[config.mk]
export PLATFORM = sky130hd
export DESIGN_NAME = segmentation_mask_metrics
export DESIGN_NICKNAME = d
export VERILOG_FILES = /design/src/hdl/smm_pkg.sv /design/src/hdl/smm_front.sv /design/src/hdl/smm_queue.sv /design/src/hdl/smm_back.sv /design/src/hdl/segmentation_mask_metrics.sv
export SDC_FILE = /design/constraint.sdc
export NUM_CORES = 1
export LEC_CHECK = 0
export BUFFER_PORTS_ARGS = -buffer_cell sky130_fd_sc_hd__buf_2
export CORE_MARGIN = 1
export CORE_UTILIZATION = 45
export DETAILED_ROUTE_END_ITERATION = 16
export GPL_TIMING_DRIVEN = 0
export PLACE_DENSITY = 0.71
export SETUP_SLACK_MARGIN = 0.2
export SLEW_MARGIN = 0
export SYNTH_ARGS = -nofsm -noshare
export SYNTH_HDL_FRONTEND = slang
export SYNTH_HIERARCHICAL = 1
export SYNTH_SLANG_ARGS = --single-unit
[constraint.sdc]
create_clock -name clk -period 13.77 [get_ports clk]
set_input_delay 1.377 -clock clk [delete_from_list [all_inputs] [get_ports clk]]
set_output_delay 1.377 -clock clk [all_outputs]
set_load 0.005 [all_outputs]
[src/hdl/smm_pkg.sv]
`default_nettype none
package smm_pkg;

  localparam int COUNT_BITS_DEF    = 24;
  localparam int FRACTION_BITS_DEF = 16;
  localparam int QUEUE_DEPTH_DEF   = 2;

  // number of counters carried per frame snapshot
  localparam int SNAP_COUNTERS = 5;

endpackage
`default_nettype wire

[src/hdl/smm_front.sv]
`default_nettype none
module smm_front #(
  parameter int COUNT_BITS = smm_pkg::COUNT_BITS_DEF
) (
  input  wire logic                  clk,
  input  wire logic                  rst,
  input  wire logic                  in_valid,
  output logic                       in_ready,
  input  wire logic [7:0]            pred_pixel,
  input  wire logic [7:0]            truth_pixel,
  input  wire logic                  last_pixel,
  output logic                       snap_valid,
  input  wire logic                  snap_ready,
  output logic [COUNT_BITS-1:0]      snap_tp,
  output logic [COUNT_BITS-1:0]      snap_fp,
  output logic [COUNT_BITS-1:0]      snap_fn,
  output logic [COUNT_BITS-1:0]      snap_tn,
  output logic [COUNT_BITS-1:0]      snap_ex,
  output logic                       snap_sat
);

  localparam logic [COUNT_BITS-1:0] COUNT_MAX = '1;

  logic [COUNT_BITS-1:0] tp_count, fp_count, fn_count, tn_count, ex_count;
  logic                  sat_flag;
  logic                  accept;
  logic                  pred_fg, truth_fg;
  logic                  tp_hit, fp_hit, fn_hit, tn_hit, ex_hit;

  function automatic logic [COUNT_BITS-1:0] bump(input logic [COUNT_BITS-1:0] c,
                                                 input logic en);
    if (en && (c != COUNT_MAX)) begin
      return c + COUNT_BITS'(1);
    end
    return c;
  endfunction

  assign in_ready = snap_ready;
  assign accept   = in_valid && in_ready;

  always_comb begin
    pred_fg  = (pred_pixel != 8'd0);
    truth_fg = (truth_pixel != 8'd0);
    tp_hit   = pred_fg && truth_fg;
    fp_hit   = pred_fg && !truth_fg;
    fn_hit   = !pred_fg && truth_fg;
    tn_hit   = !pred_fg && !truth_fg;
    ex_hit   = truth_fg && (pred_pixel == truth_pixel);
    snap_tp  = bump(tp_count, tp_hit);
    snap_fp  = bump(fp_count, fp_hit);
    snap_fn  = bump(fn_count, fn_hit);
    snap_tn  = bump(tn_count, tn_hit);
    snap_ex  = bump(ex_count, ex_hit);
    snap_sat = sat_flag
             || (tp_hit && (tp_count == COUNT_MAX))
             || (fp_hit && (fp_count == COUNT_MAX))
             || (fn_hit && (fn_count == COUNT_MAX))
             || (tn_hit && (tn_count == COUNT_MAX))
             || (ex_hit && (ex_count == COUNT_MAX));
  end

  assign snap_valid = accept && last_pixel;

  always_ff @(posedge clk) begin
    if (rst) begin
      tp_count <= '0;
      fp_count <= '0;
      fn_count <= '0;
      tn_count <= '0;
      ex_count <= '0;
      sat_flag <= 1'b0;
    end else if (accept) begin
      if (last_pixel) begin
        tp_count <= '0;
        fp_count <= '0;
        fn_count <= '0;
        tn_count <= '0;
        ex_count <= '0;
        sat_flag <= 1'b0;
      end else begin
        tp_count <= snap_tp;
        fp_count <= snap_fp;
        fn_count <= snap_fn;
        tn_count <= snap_tn;
        ex_count <= snap_ex;
        sat_flag <= snap_sat;
      end
    end
  end

endmodule
`default_nettype wire

[src/hdl/smm_queue.sv]
`default_nettype none
module smm_queue #(
  parameter int WIDTH = 8,
  parameter int DEPTH = smm_pkg::QUEUE_DEPTH_DEF
) (
  input  wire logic             clk,
  input  wire logic             rst,
  input  wire logic             push_valid,
  output logic                  push_ready,
  input  wire logic [WIDTH-1:0] push_data,
  output logic                  pop_valid,
  input  wire logic             pop_ready,
  output logic [WIDTH-1:0]      pop_data
);

  localparam int PTR_W = (DEPTH > 1) ? $clog2(DEPTH) : 1;
  localparam int CNT_W = $clog2(DEPTH + 1);
  localparam logic [PTR_W-1:0] PTR_LAST = PTR_W'(DEPTH - 1);
  localparam logic [CNT_W-1:0] CNT_FULL = CNT_W'(DEPTH);

  logic [WIDTH-1:0] slots [DEPTH];
  logic [PTR_W-1:0] wr_ptr, rd_ptr;
  logic [CNT_W-1:0] fill;
  logic             do_push, do_pop;

  assign push_ready = (fill != CNT_FULL);
  assign pop_valid  = (fill != '0);
  assign pop_data   = slots[rd_ptr];
  assign do_push    = push_valid && push_ready;
  assign do_pop     = pop_valid && pop_ready;

  always_ff @(posedge clk) begin
    if (do_push) begin
      slots[wr_ptr] <= push_data;
    end
  end

  always_ff @(posedge clk) begin
    if (rst) begin
      wr_ptr <= '0;
      rd_ptr <= '0;
      fill   <= '0;
    end else begin
      if (do_push) begin
        wr_ptr <= (wr_ptr == PTR_LAST) ? '0 : wr_ptr + PTR_W'(1);
      end
      if (do_pop) begin
        rd_ptr <= (rd_ptr == PTR_LAST) ? '0 : rd_ptr + PTR_W'(1);
      end
      if (do_push && !do_pop) begin
        fill <= fill + CNT_W'(1);
      end else if (do_pop && !do_push) begin
        fill <= fill - CNT_W'(1);
      end
    end
  end

endmodule
`default_nettype wire

[src/hdl/smm_back.sv]
`default_nettype none
module smm_back #(
  parameter int COUNT_BITS    = smm_pkg::COUNT_BITS_DEF,
  parameter int FRACTION_BITS = smm_pkg::FRACTION_BITS_DEF
) (
  input  wire logic                    clk,
  input  wire logic                    rst,
  input  wire logic                    snap_valid,
  output logic                         snap_ready,
  input  wire logic [COUNT_BITS-1:0]   snap_tp,
  input  wire logic [COUNT_BITS-1:0]   snap_fp,
  input  wire logic [COUNT_BITS-1:0]   snap_fn,
  input  wire logic [COUNT_BITS-1:0]   snap_tn,
  input  wire logic [COUNT_BITS-1:0]   snap_ex,
  input  wire logic                    snap_sat,
  output logic                         out_valid,
  input  wire logic                    out_ready,
  output logic [FRACTION_BITS:0]       dice_ratio,
  output logic [FRACTION_BITS:0]       jaccard_ratio,
  output logic [FRACTION_BITS:0]       specificity_ratio,
  output logic [FRACTION_BITS:0]       recall_ratio,
  output logic                         count_saturated
);

  localparam int DEN_W  = COUNT_BITS + 2;
  localparam int REM_W  = DEN_W + 1;
  localparam int Q_W    = FRACTION_BITS + 1;
  localparam int STEP_W = $clog2(FRACTION_BITS + 1);
  localparam logic [STEP_W-1:0] STEP_LAST = STEP_W'(FRACTION_BITS);
  localparam logic [Q_W-1:0]    ONE_Q     = Q_W'(1) << FRACTION_BITS;

  typedef enum logic [1:0] {
    S_IDLE,
    S_SETUP,
    S_DIV,
    S_DONE
  } state_t;

  typedef enum logic [1:0] {
    M_DICE,
    M_JACCARD,
    M_SPEC,
    M_RECALL
  } metric_t;

  state_t              state;
  metric_t             metric;
  logic [COUNT_BITS-1:0] tp, fp, fn, tn, ex;
  logic [DEN_W-1:0]    num, den, den_r;
  logic [Q_W-1:0]      empty_val;
  logic [REM_W-1:0]    rem, trial, diff;
  logic                ge;
  logic [Q_W-1:0]      quo, quo_next, result;
  logic [STEP_W-1:0]   step;
  logic                result_load;
  logic [Q_W-1:0]      result_val;

  function automatic logic [Q_W-1:0] clamp(input logic [Q_W-1:0] q);
    return (q > ONE_Q) ? ONE_Q : q;
  endfunction

  assign snap_ready = (state == S_IDLE);
  assign out_valid  = (state == S_DONE);

  always_comb begin
    unique case (metric)
      M_DICE: begin
        num       = DEN_W'({tp, 1'b0});
        den       = DEN_W'({tp, 1'b0}) + DEN_W'(fp) + DEN_W'(fn);
        empty_val = '0;
      end
      M_JACCARD: begin
        num       = DEN_W'(tp);
        den       = DEN_W'(tp) + DEN_W'(fp) + DEN_W'(fn);
        empty_val = '0;
      end
      M_SPEC: begin
        num       = DEN_W'(tn);
        den       = DEN_W'(tn) + DEN_W'(fp);
        empty_val = ONE_Q;
      end
      M_RECALL: begin
        num       = DEN_W'(ex);
        den       = DEN_W'(tp) + DEN_W'(fn);
        empty_val = '0;
      end
      default: begin
        num       = '0;
        den       = '0;
        empty_val = '0;
      end
    endcase
  end

  // restoring division, first step takes the integer bit without a shift
  always_comb begin
    trial    = (step == '0) ? rem : {rem[REM_W-2:0], 1'b0};
    ge       = (trial >= {1'b0, den_r});
    diff     = trial - {1'b0, den_r};
    quo_next = {quo[Q_W-2:0], ge};
    result   = clamp(quo_next);
  end

  always_comb begin
    result_load = 1'b0;
    result_val  = '0;
    if (state == S_SETUP && den == '0) begin
      result_load = 1'b1;
      result_val  = empty_val;
    end else if (state == S_DIV && step == STEP_LAST) begin
      result_load = 1'b1;
      result_val  = result;
    end
  end

  always_ff @(posedge clk) begin
    if (rst) begin
      state  <= S_IDLE;
      metric <= M_DICE;
      step   <= '0;
    end else begin
      unique case (state)
        S_IDLE: begin
          if (snap_valid) begin
            tp              <= snap_tp;
            fp              <= snap_fp;
            fn              <= snap_fn;
            tn              <= snap_tn;
            ex              <= snap_ex;
            count_saturated <= snap_sat;
            metric          <= M_DICE;
            state           <= S_SETUP;
          end
        end
        S_SETUP: begin
          rem   <= REM_W'(num);
          den_r <= den;
          quo   <= '0;
          step  <= '0;
          if (den != '0) begin
            state <= S_DIV;
          end else if (metric == M_RECALL) begin
            state <= S_DONE;
          end else begin
            metric <= metric_t'(metric + 2'd1);
          end
        end
        S_DIV: begin
          rem  <= ge ? diff : trial;
          quo  <= quo_next;
          step <= step + STEP_W'(1);
          if (step == STEP_LAST) begin
            if (metric == M_RECALL) begin
              state <= S_DONE;
            end else begin
              metric <= metric_t'(metric + 2'd1);
              state  <= S_SETUP;
            end
          end
        end
        S_DONE: begin
          if (out_ready) begin
            state <= S_IDLE;
          end
        end
        default: state <= S_IDLE;
      endcase
      if (result_load) begin
        unique case (metric)
          M_DICE:    dice_ratio        <= result_val;
          M_JACCARD: jaccard_ratio     <= result_val;
          M_SPEC:    specificity_ratio <= result_val;
          M_RECALL:  recall_ratio      <= result_val;
          default:   recall_ratio      <= result_val;
        endcase
      end
    end
  end

endmodule
`default_nettype wire

[src/hdl/segmentation_mask_metrics.sv]
// channel  | handshake             | word
// ---------+-----------------------+--------------------------------------------------
// pixel in | in_valid / in_ready   | pred_pixel, truth_pixel, last_pixel
// metrics  | out_valid / out_ready | dice, jaccard, specificity, recall ratios, saturated
//
// one pixel word is taken every cycle while the frame queue has room;
// the counters update in the same cycle; each frame's result comes from the
// one shared bit-serial divider, after its counts leave the frame queue
// the input stalls only while the frame queue is full, the divider only while a result waits
// rst is synchronous; counters, queue and divider come up empty
`default_nettype none
module segmentation_mask_metrics #(
  parameter int COUNT_BITS    = smm_pkg::COUNT_BITS_DEF,
  parameter int FRACTION_BITS = smm_pkg::FRACTION_BITS_DEF,
  parameter int QUEUE_DEPTH   = smm_pkg::QUEUE_DEPTH_DEF
) (
  input  wire logic                 clk,
  input  wire logic                 rst,
  input  wire logic                 in_valid,
  output logic                      in_ready,
  input  wire logic [7:0]           pred_pixel,
  input  wire logic [7:0]           truth_pixel,
  input  wire logic                 last_pixel,
  output logic                      out_valid,
  input  wire logic                 out_ready,
  output logic [FRACTION_BITS:0]    dice_ratio,
  output logic [FRACTION_BITS:0]    jaccard_ratio,
  output logic [FRACTION_BITS:0]    specificity_ratio,
  output logic [FRACTION_BITS:0]    recall_ratio,
  output logic                      count_saturated
);

  localparam int SNAP_W = smm_pkg::SNAP_COUNTERS * COUNT_BITS + 1;
  localparam logic [FRACTION_BITS:0] ONE_Q = (FRACTION_BITS + 1)'(1) << FRACTION_BITS;

  logic                  f_valid, f_ready, b_valid, b_ready;
  logic [COUNT_BITS-1:0] f_tp, f_fp, f_fn, f_tn, f_ex;
  logic                  f_sat;
  logic [SNAP_W-1:0]     f_data, b_data;

  smm_front #(
    .COUNT_BITS (COUNT_BITS)
  ) u_front (
    .clk         (clk),
    .rst         (rst),
    .in_valid    (in_valid),
    .in_ready    (in_ready),
    .pred_pixel  (pred_pixel),
    .truth_pixel (truth_pixel),
    .last_pixel  (last_pixel),
    .snap_valid  (f_valid),
    .snap_ready  (f_ready),
    .snap_tp     (f_tp),
    .snap_fp     (f_fp),
    .snap_fn     (f_fn),
    .snap_tn     (f_tn),
    .snap_ex     (f_ex),
    .snap_sat    (f_sat)
  );

  assign f_data = {f_sat, f_ex, f_tn, f_fn, f_fp, f_tp};

  smm_queue #(
    .WIDTH (SNAP_W),
    .DEPTH (QUEUE_DEPTH)
  ) u_queue (
    .clk        (clk),
    .rst        (rst),
    .push_valid (f_valid),
    .push_ready (f_ready),
    .push_data  (f_data),
    .pop_valid  (b_valid),
    .pop_ready  (b_ready),
    .pop_data   (b_data)
  );

  smm_back #(
    .COUNT_BITS    (COUNT_BITS),
    .FRACTION_BITS (FRACTION_BITS)
  ) u_back (
    .clk               (clk),
    .rst               (rst),
    .snap_valid        (b_valid),
    .snap_ready        (b_ready),
    .snap_tp           (b_data[COUNT_BITS-1:0]),
    .snap_fp           (b_data[2*COUNT_BITS-1:COUNT_BITS]),
    .snap_fn           (b_data[3*COUNT_BITS-1:2*COUNT_BITS]),
    .snap_tn           (b_data[4*COUNT_BITS-1:3*COUNT_BITS]),
    .snap_ex           (b_data[5*COUNT_BITS-1:4*COUNT_BITS]),
    .snap_sat          (b_data[SNAP_W-1]),
    .out_valid         (out_valid),
    .out_ready         (out_ready),
    .dice_ratio        (dice_ratio),
    .jaccard_ratio     (jaccard_ratio),
    .specificity_ratio (specificity_ratio),
    .recall_ratio      (recall_ratio),
    .count_saturated   (count_saturated)
  );

`ifndef SYNTHESIS
  a_reset_clears_out: assert property (@(posedge clk) rst |=> !out_valid)
    else $error("result word valid right after reset");

  a_ratio_range: assert property (@(posedge clk) disable iff (rst)
    out_valid |-> (dice_ratio <= ONE_Q) && (jaccard_ratio <= ONE_Q)
              && (specificity_ratio <= ONE_Q) && (recall_ratio <= ONE_Q))
    else $error("ratio above one");

  a_jaccard_le_dice: assert property (@(posedge clk) disable iff (rst)
    out_valid |-> (jaccard_ratio <= dice_ratio))
    else $error("jaccard above dice");

  a_last_needs_room: assert property (@(posedge clk) disable iff (rst)
    (in_valid && in_ready && last_pixel) |-> f_ready)
    else $error("frame counts pushed into a full queue");
`endif

endmodule
`default_nettype wire
==> flow_summary.yaml <==
power_and_ir_drop:
  irDropWorstVdd_mv: 0.103
  p_clk_frac: 0.236
  switchingPower_mw: 3.05
  netSwitchingFraction: 0.392
  internal_power_mw: 4.72
  powerDensity_nw_per_um2: 195
  p_leak_nw: 13.9
  seqPwrFrac: 0.329
  power_frac_comb: 0.435
logic_synthesis:
  synth_nets: 3357
  ys_types: 109
  yosysTopAreaCell: "edfxtp_1"
  synth_seq_cells: 635
  yosys.area.top_type_share: 0.422
  synth.top_cells.by_area: "edfxtp_1 (42%), dfxtp_1 (7.6%), mux2_2 (4.9%), ha_1 (4.9%), xnor2_1 (3.1%)"
  netlist_instances: 3145
  ys_warn_count: 6
  synth_seq_area_share: 0.498
  syn_avg_cell_area_um2: 11.3
  synthFlopType: "edfxtp_1"
  syn_area_um2: 35600
  ys_async_sr_fraction: 0
  synth_edf_count: 500
cells_and_area:
  antennaDiodeCount: 0
  syn_to_final_growth_pct: 12.0
  final_area_um2: 39800
  final_cells: 4416
  finalNetCount: 3532
  drive_above_1_share: 0.142
routing:
  first_iter_violations: 3554
  drtAntennaViolNets: 0
  vias: 27000
  wl_mm: 106
  wl_per_cell_um: 24.1
  drtPass1Iterations: 8
  drc: 0
  via_per_inst: 6.10
critical_path:
  path_max_fanout: 17
  worstSetupStartpointType: "flop"
  crit_arrival_ns: 7.38
  cp-end-kind: "flop"
  cpMostUsedCell: "fa_1"
  critical-path-max-stage-delay_ns: 0.80
  path_cells: "fa_1, ha_1, fa_1, a211oi_1, o211ai_1, a41oi_1, o21ai_1, a41oi_2, o22ai_1, a2111o_1, or4_4, nor4_4, nand3_2, a21oi_1, and2_1"
  worstPathRequired_ns: 14.01
  crit_slowest_cell: "and2_1"
  criticalPathCategory: "flop to flop"
floorplan:
  die_w_um: 283
  start_util: 0.457
  io_pins: 92
  core_um2: 77800
  dieArea_um2: 80200
  die_h_um: 283
  row_count: 102
place:
  place_congestion: 1.01
  hpwlAfterDp_mm: 80.8
  portBuffers: 90
  dpl.cell_count: 4290
  place_area_um2: 37600
cts:
  clk-insertion-delay-late_ns: 0.65
  clk_pin_slew_ns: 0.06
  h-tree-depth: 3
  ctsResizeCount: 0
  clockBufferDepth: 3
  cts_made_buffers: 68
  holdBufCountCts: 0
  cts_tree: "yes"
  cts_sinks: 635
  postCtsSetupRepairBufs: 0
  root_buffer: "clkbuf_16"
global_routing:
  grt_usage: 0.258
  overflow: 0
  grt_pass1_wl_mm: 157
  grt_pass1_vias: 25300
  grt_max_degree: 65
  antenna_found_initial: 2
sta:
  hold_viol: 0
  clock.fmax_ghz: 0.140
  clock_skew_ns: 0.0388
  worst_slew_pin_slew_ns: 1.15
  rsz0062_at_grt: "false"
  min_period_ns: 7.14
  relSlewSlack: 0.230
  finalMaxSlewViolations: 0
  fin_crit_sh: 0.518
  setup_viol: 0
run_status:
  outcome: "complete, no violations"
job:
  drv_cap: 0
min_path:
  hp-class: "flop to flop"
## metal layers
metal / vias up / share of wire / global-route usage
met5: - / 0.00025 / 0
met4: 4 / 0.056 / 0.136
met3: 287 / 0.077 / 0.0342
met2: 1302 / 0.45 / 0.408
met1: 13000 / 0.42 / 0.347
li1: 12400 / - / -
## final timing paths
| path | from | endpoint | slack, ns | depth (start not counted) |
|---|---|---|---|---|
| worst min register to register | u_front/ex_count[21] | u_front/ex_count[21] | 0.50 | 1 |
| worst max-delay path | u_back/tp[0] | u_back/specificity_ratio[15] | 6.63 | 15 |
| worst max register to register | u_back/tp[0] | u_back/specificity_ratio[15] | 6.63 | 15 |
| worst min-delay path | u_front/ex_count[21] | u_front/ex_count[21] | 0.50 | 1 |
## cells by family after synthesis
family          after synthesis  share of synthesized area
compound gates              808                      0.153
xor+xnor                    199                     0.0490
fa+ha+maj                   191                     0.0782
buf+inv                     245                     0.0315
flops                       635                      0.498
mux                         179                     0.0558
simple gates                888                      0.134
## Yosys cell counts, drive strengths merged (8+ instances only)
cell     number
o21ai       194
dfxtp       135
and4         28
o21a         18
and3         47
a211oi       28
clkbuf      116
o31ai        35
nand4        55
nor4         29
mux2        155
o211ai       32
a22o         13
mux2i        24
buf          41
o21bai       15
inv          87
a41oi        23
a22oi         8
xnor2       127
and2         62
a31oi        69
a21oi       176
a2111oi       9
ha          139
nor2        135
a222oi       25
a21o         55
a311oi        9
edfxtp      500
fa           52
nand3        95
a21boi        9
nor3         54
nand3b       12
nand2       234
or3          39
xor2         72
a32o          8
nor2b        17
nand2b       33
or4          19
## critical path, delay by kind of cell, from the launching register on
family / cells / cell delay (ns)
adder cells (fa/ha/maj): 3 / 1.25
AO/OA/AOI/OAI: 8 / 2.94
flip-flops: 1 / 0.56
AND/OR/NAND/NOR: 4 / 1.95
## power by group through the flow
stage | combinational (mW) | sequential [mW] | clock (mW)
2_1_floorplan | 2.34 | 2.55 | 0
3_3_place_gp | 3.23 | 2.64 | 0
3_5_place_dp | 3.28 | 2.59 | 0
4_1_cts | 3.31 | 2.55 | 1.87
5_1_grt | 3.66 | 2.57 | 1.93
6_report | 3.38 | 2.56 | 1.83
## cell usage in the layout, fill, tap and decap left out, types with 27 or more instances in the layout
cell / synthesis / routed
and4_1: 27 / 27
xnor2_1: 127 / 127
dfxtp_1: 135 / 135
o31ai_1: 35 / 35
nand2_1: 234 / 234
nand4_1: 55 / 55
fa_1: 52 / 52
a21o_1: 54 / 54
nand2b_1: 33 / 33
edfxtp_1: 500 / 500
and3_1: 43 / 42
nor3_1: 51 / 51
ha_1: 139 / 139
mux2_2: 155 / 155
clkbuf_1: 107 / 121
a21oi_1: 176 / 176
inv_1: 87 / 86
o211ai_1: 31 / 31
o21ai_0: 191 / 191
buf_2: 17 / 107
xor2_1: 72 / 72
and2_1: 46 / 46
nand3_1: 92 / 92
a31oi_1: 69 / 69
clkbuf_16: 0 / 68
or3_1: 38 / 38
nor2_1: 133 / 133
## flip-flops by register name (all words and copies together), names as in the netlist, 24 cells and up, named ones only
signal            cells
u_back/fp            24
u_front/tp_count     24
u_back/fn            24
u_queue/slots       242
u_back/rem           27
u_front/fn_count     24
u_front/ex_count     24
u_back/tp            24
u_back/ex            24
u_back/tn            24
u_front/tn_count     24
u_front/fp_count     24
u_back/den_r         26
## area by class of cell
class                           count  area [um2]
Multi-Input combinational cell   2265       16800
Timing Repair Buffer              105         677
Fill cell                        6826       38000
Clock buffer                       83        1770
Buffer                            157         790
Tap cell                         1040        1300
Clock inverter                     43         489
Inverter                           88         335
Sequential cell                   635       17700
## metrics by stage
stage	hold WS [ns]	utilization	power (mW)	setup TNS [ns]	setup WS, ns
6_report	0.502	0.512	7.77	0	6.63
5_1_grt	0.519	0.512	8.16	0	6.27
4_1_cts	0.493	0.512	7.72	0	6.57
3_5_place_dp	0.481	0.483	5.87	0	6.65
3_3_place_gp	0.476	0.479	5.87	-129.07	-1.09
2_1_floorplan	0.453	-	4.89	0	2.62
(Power assumes the default switching activity.)
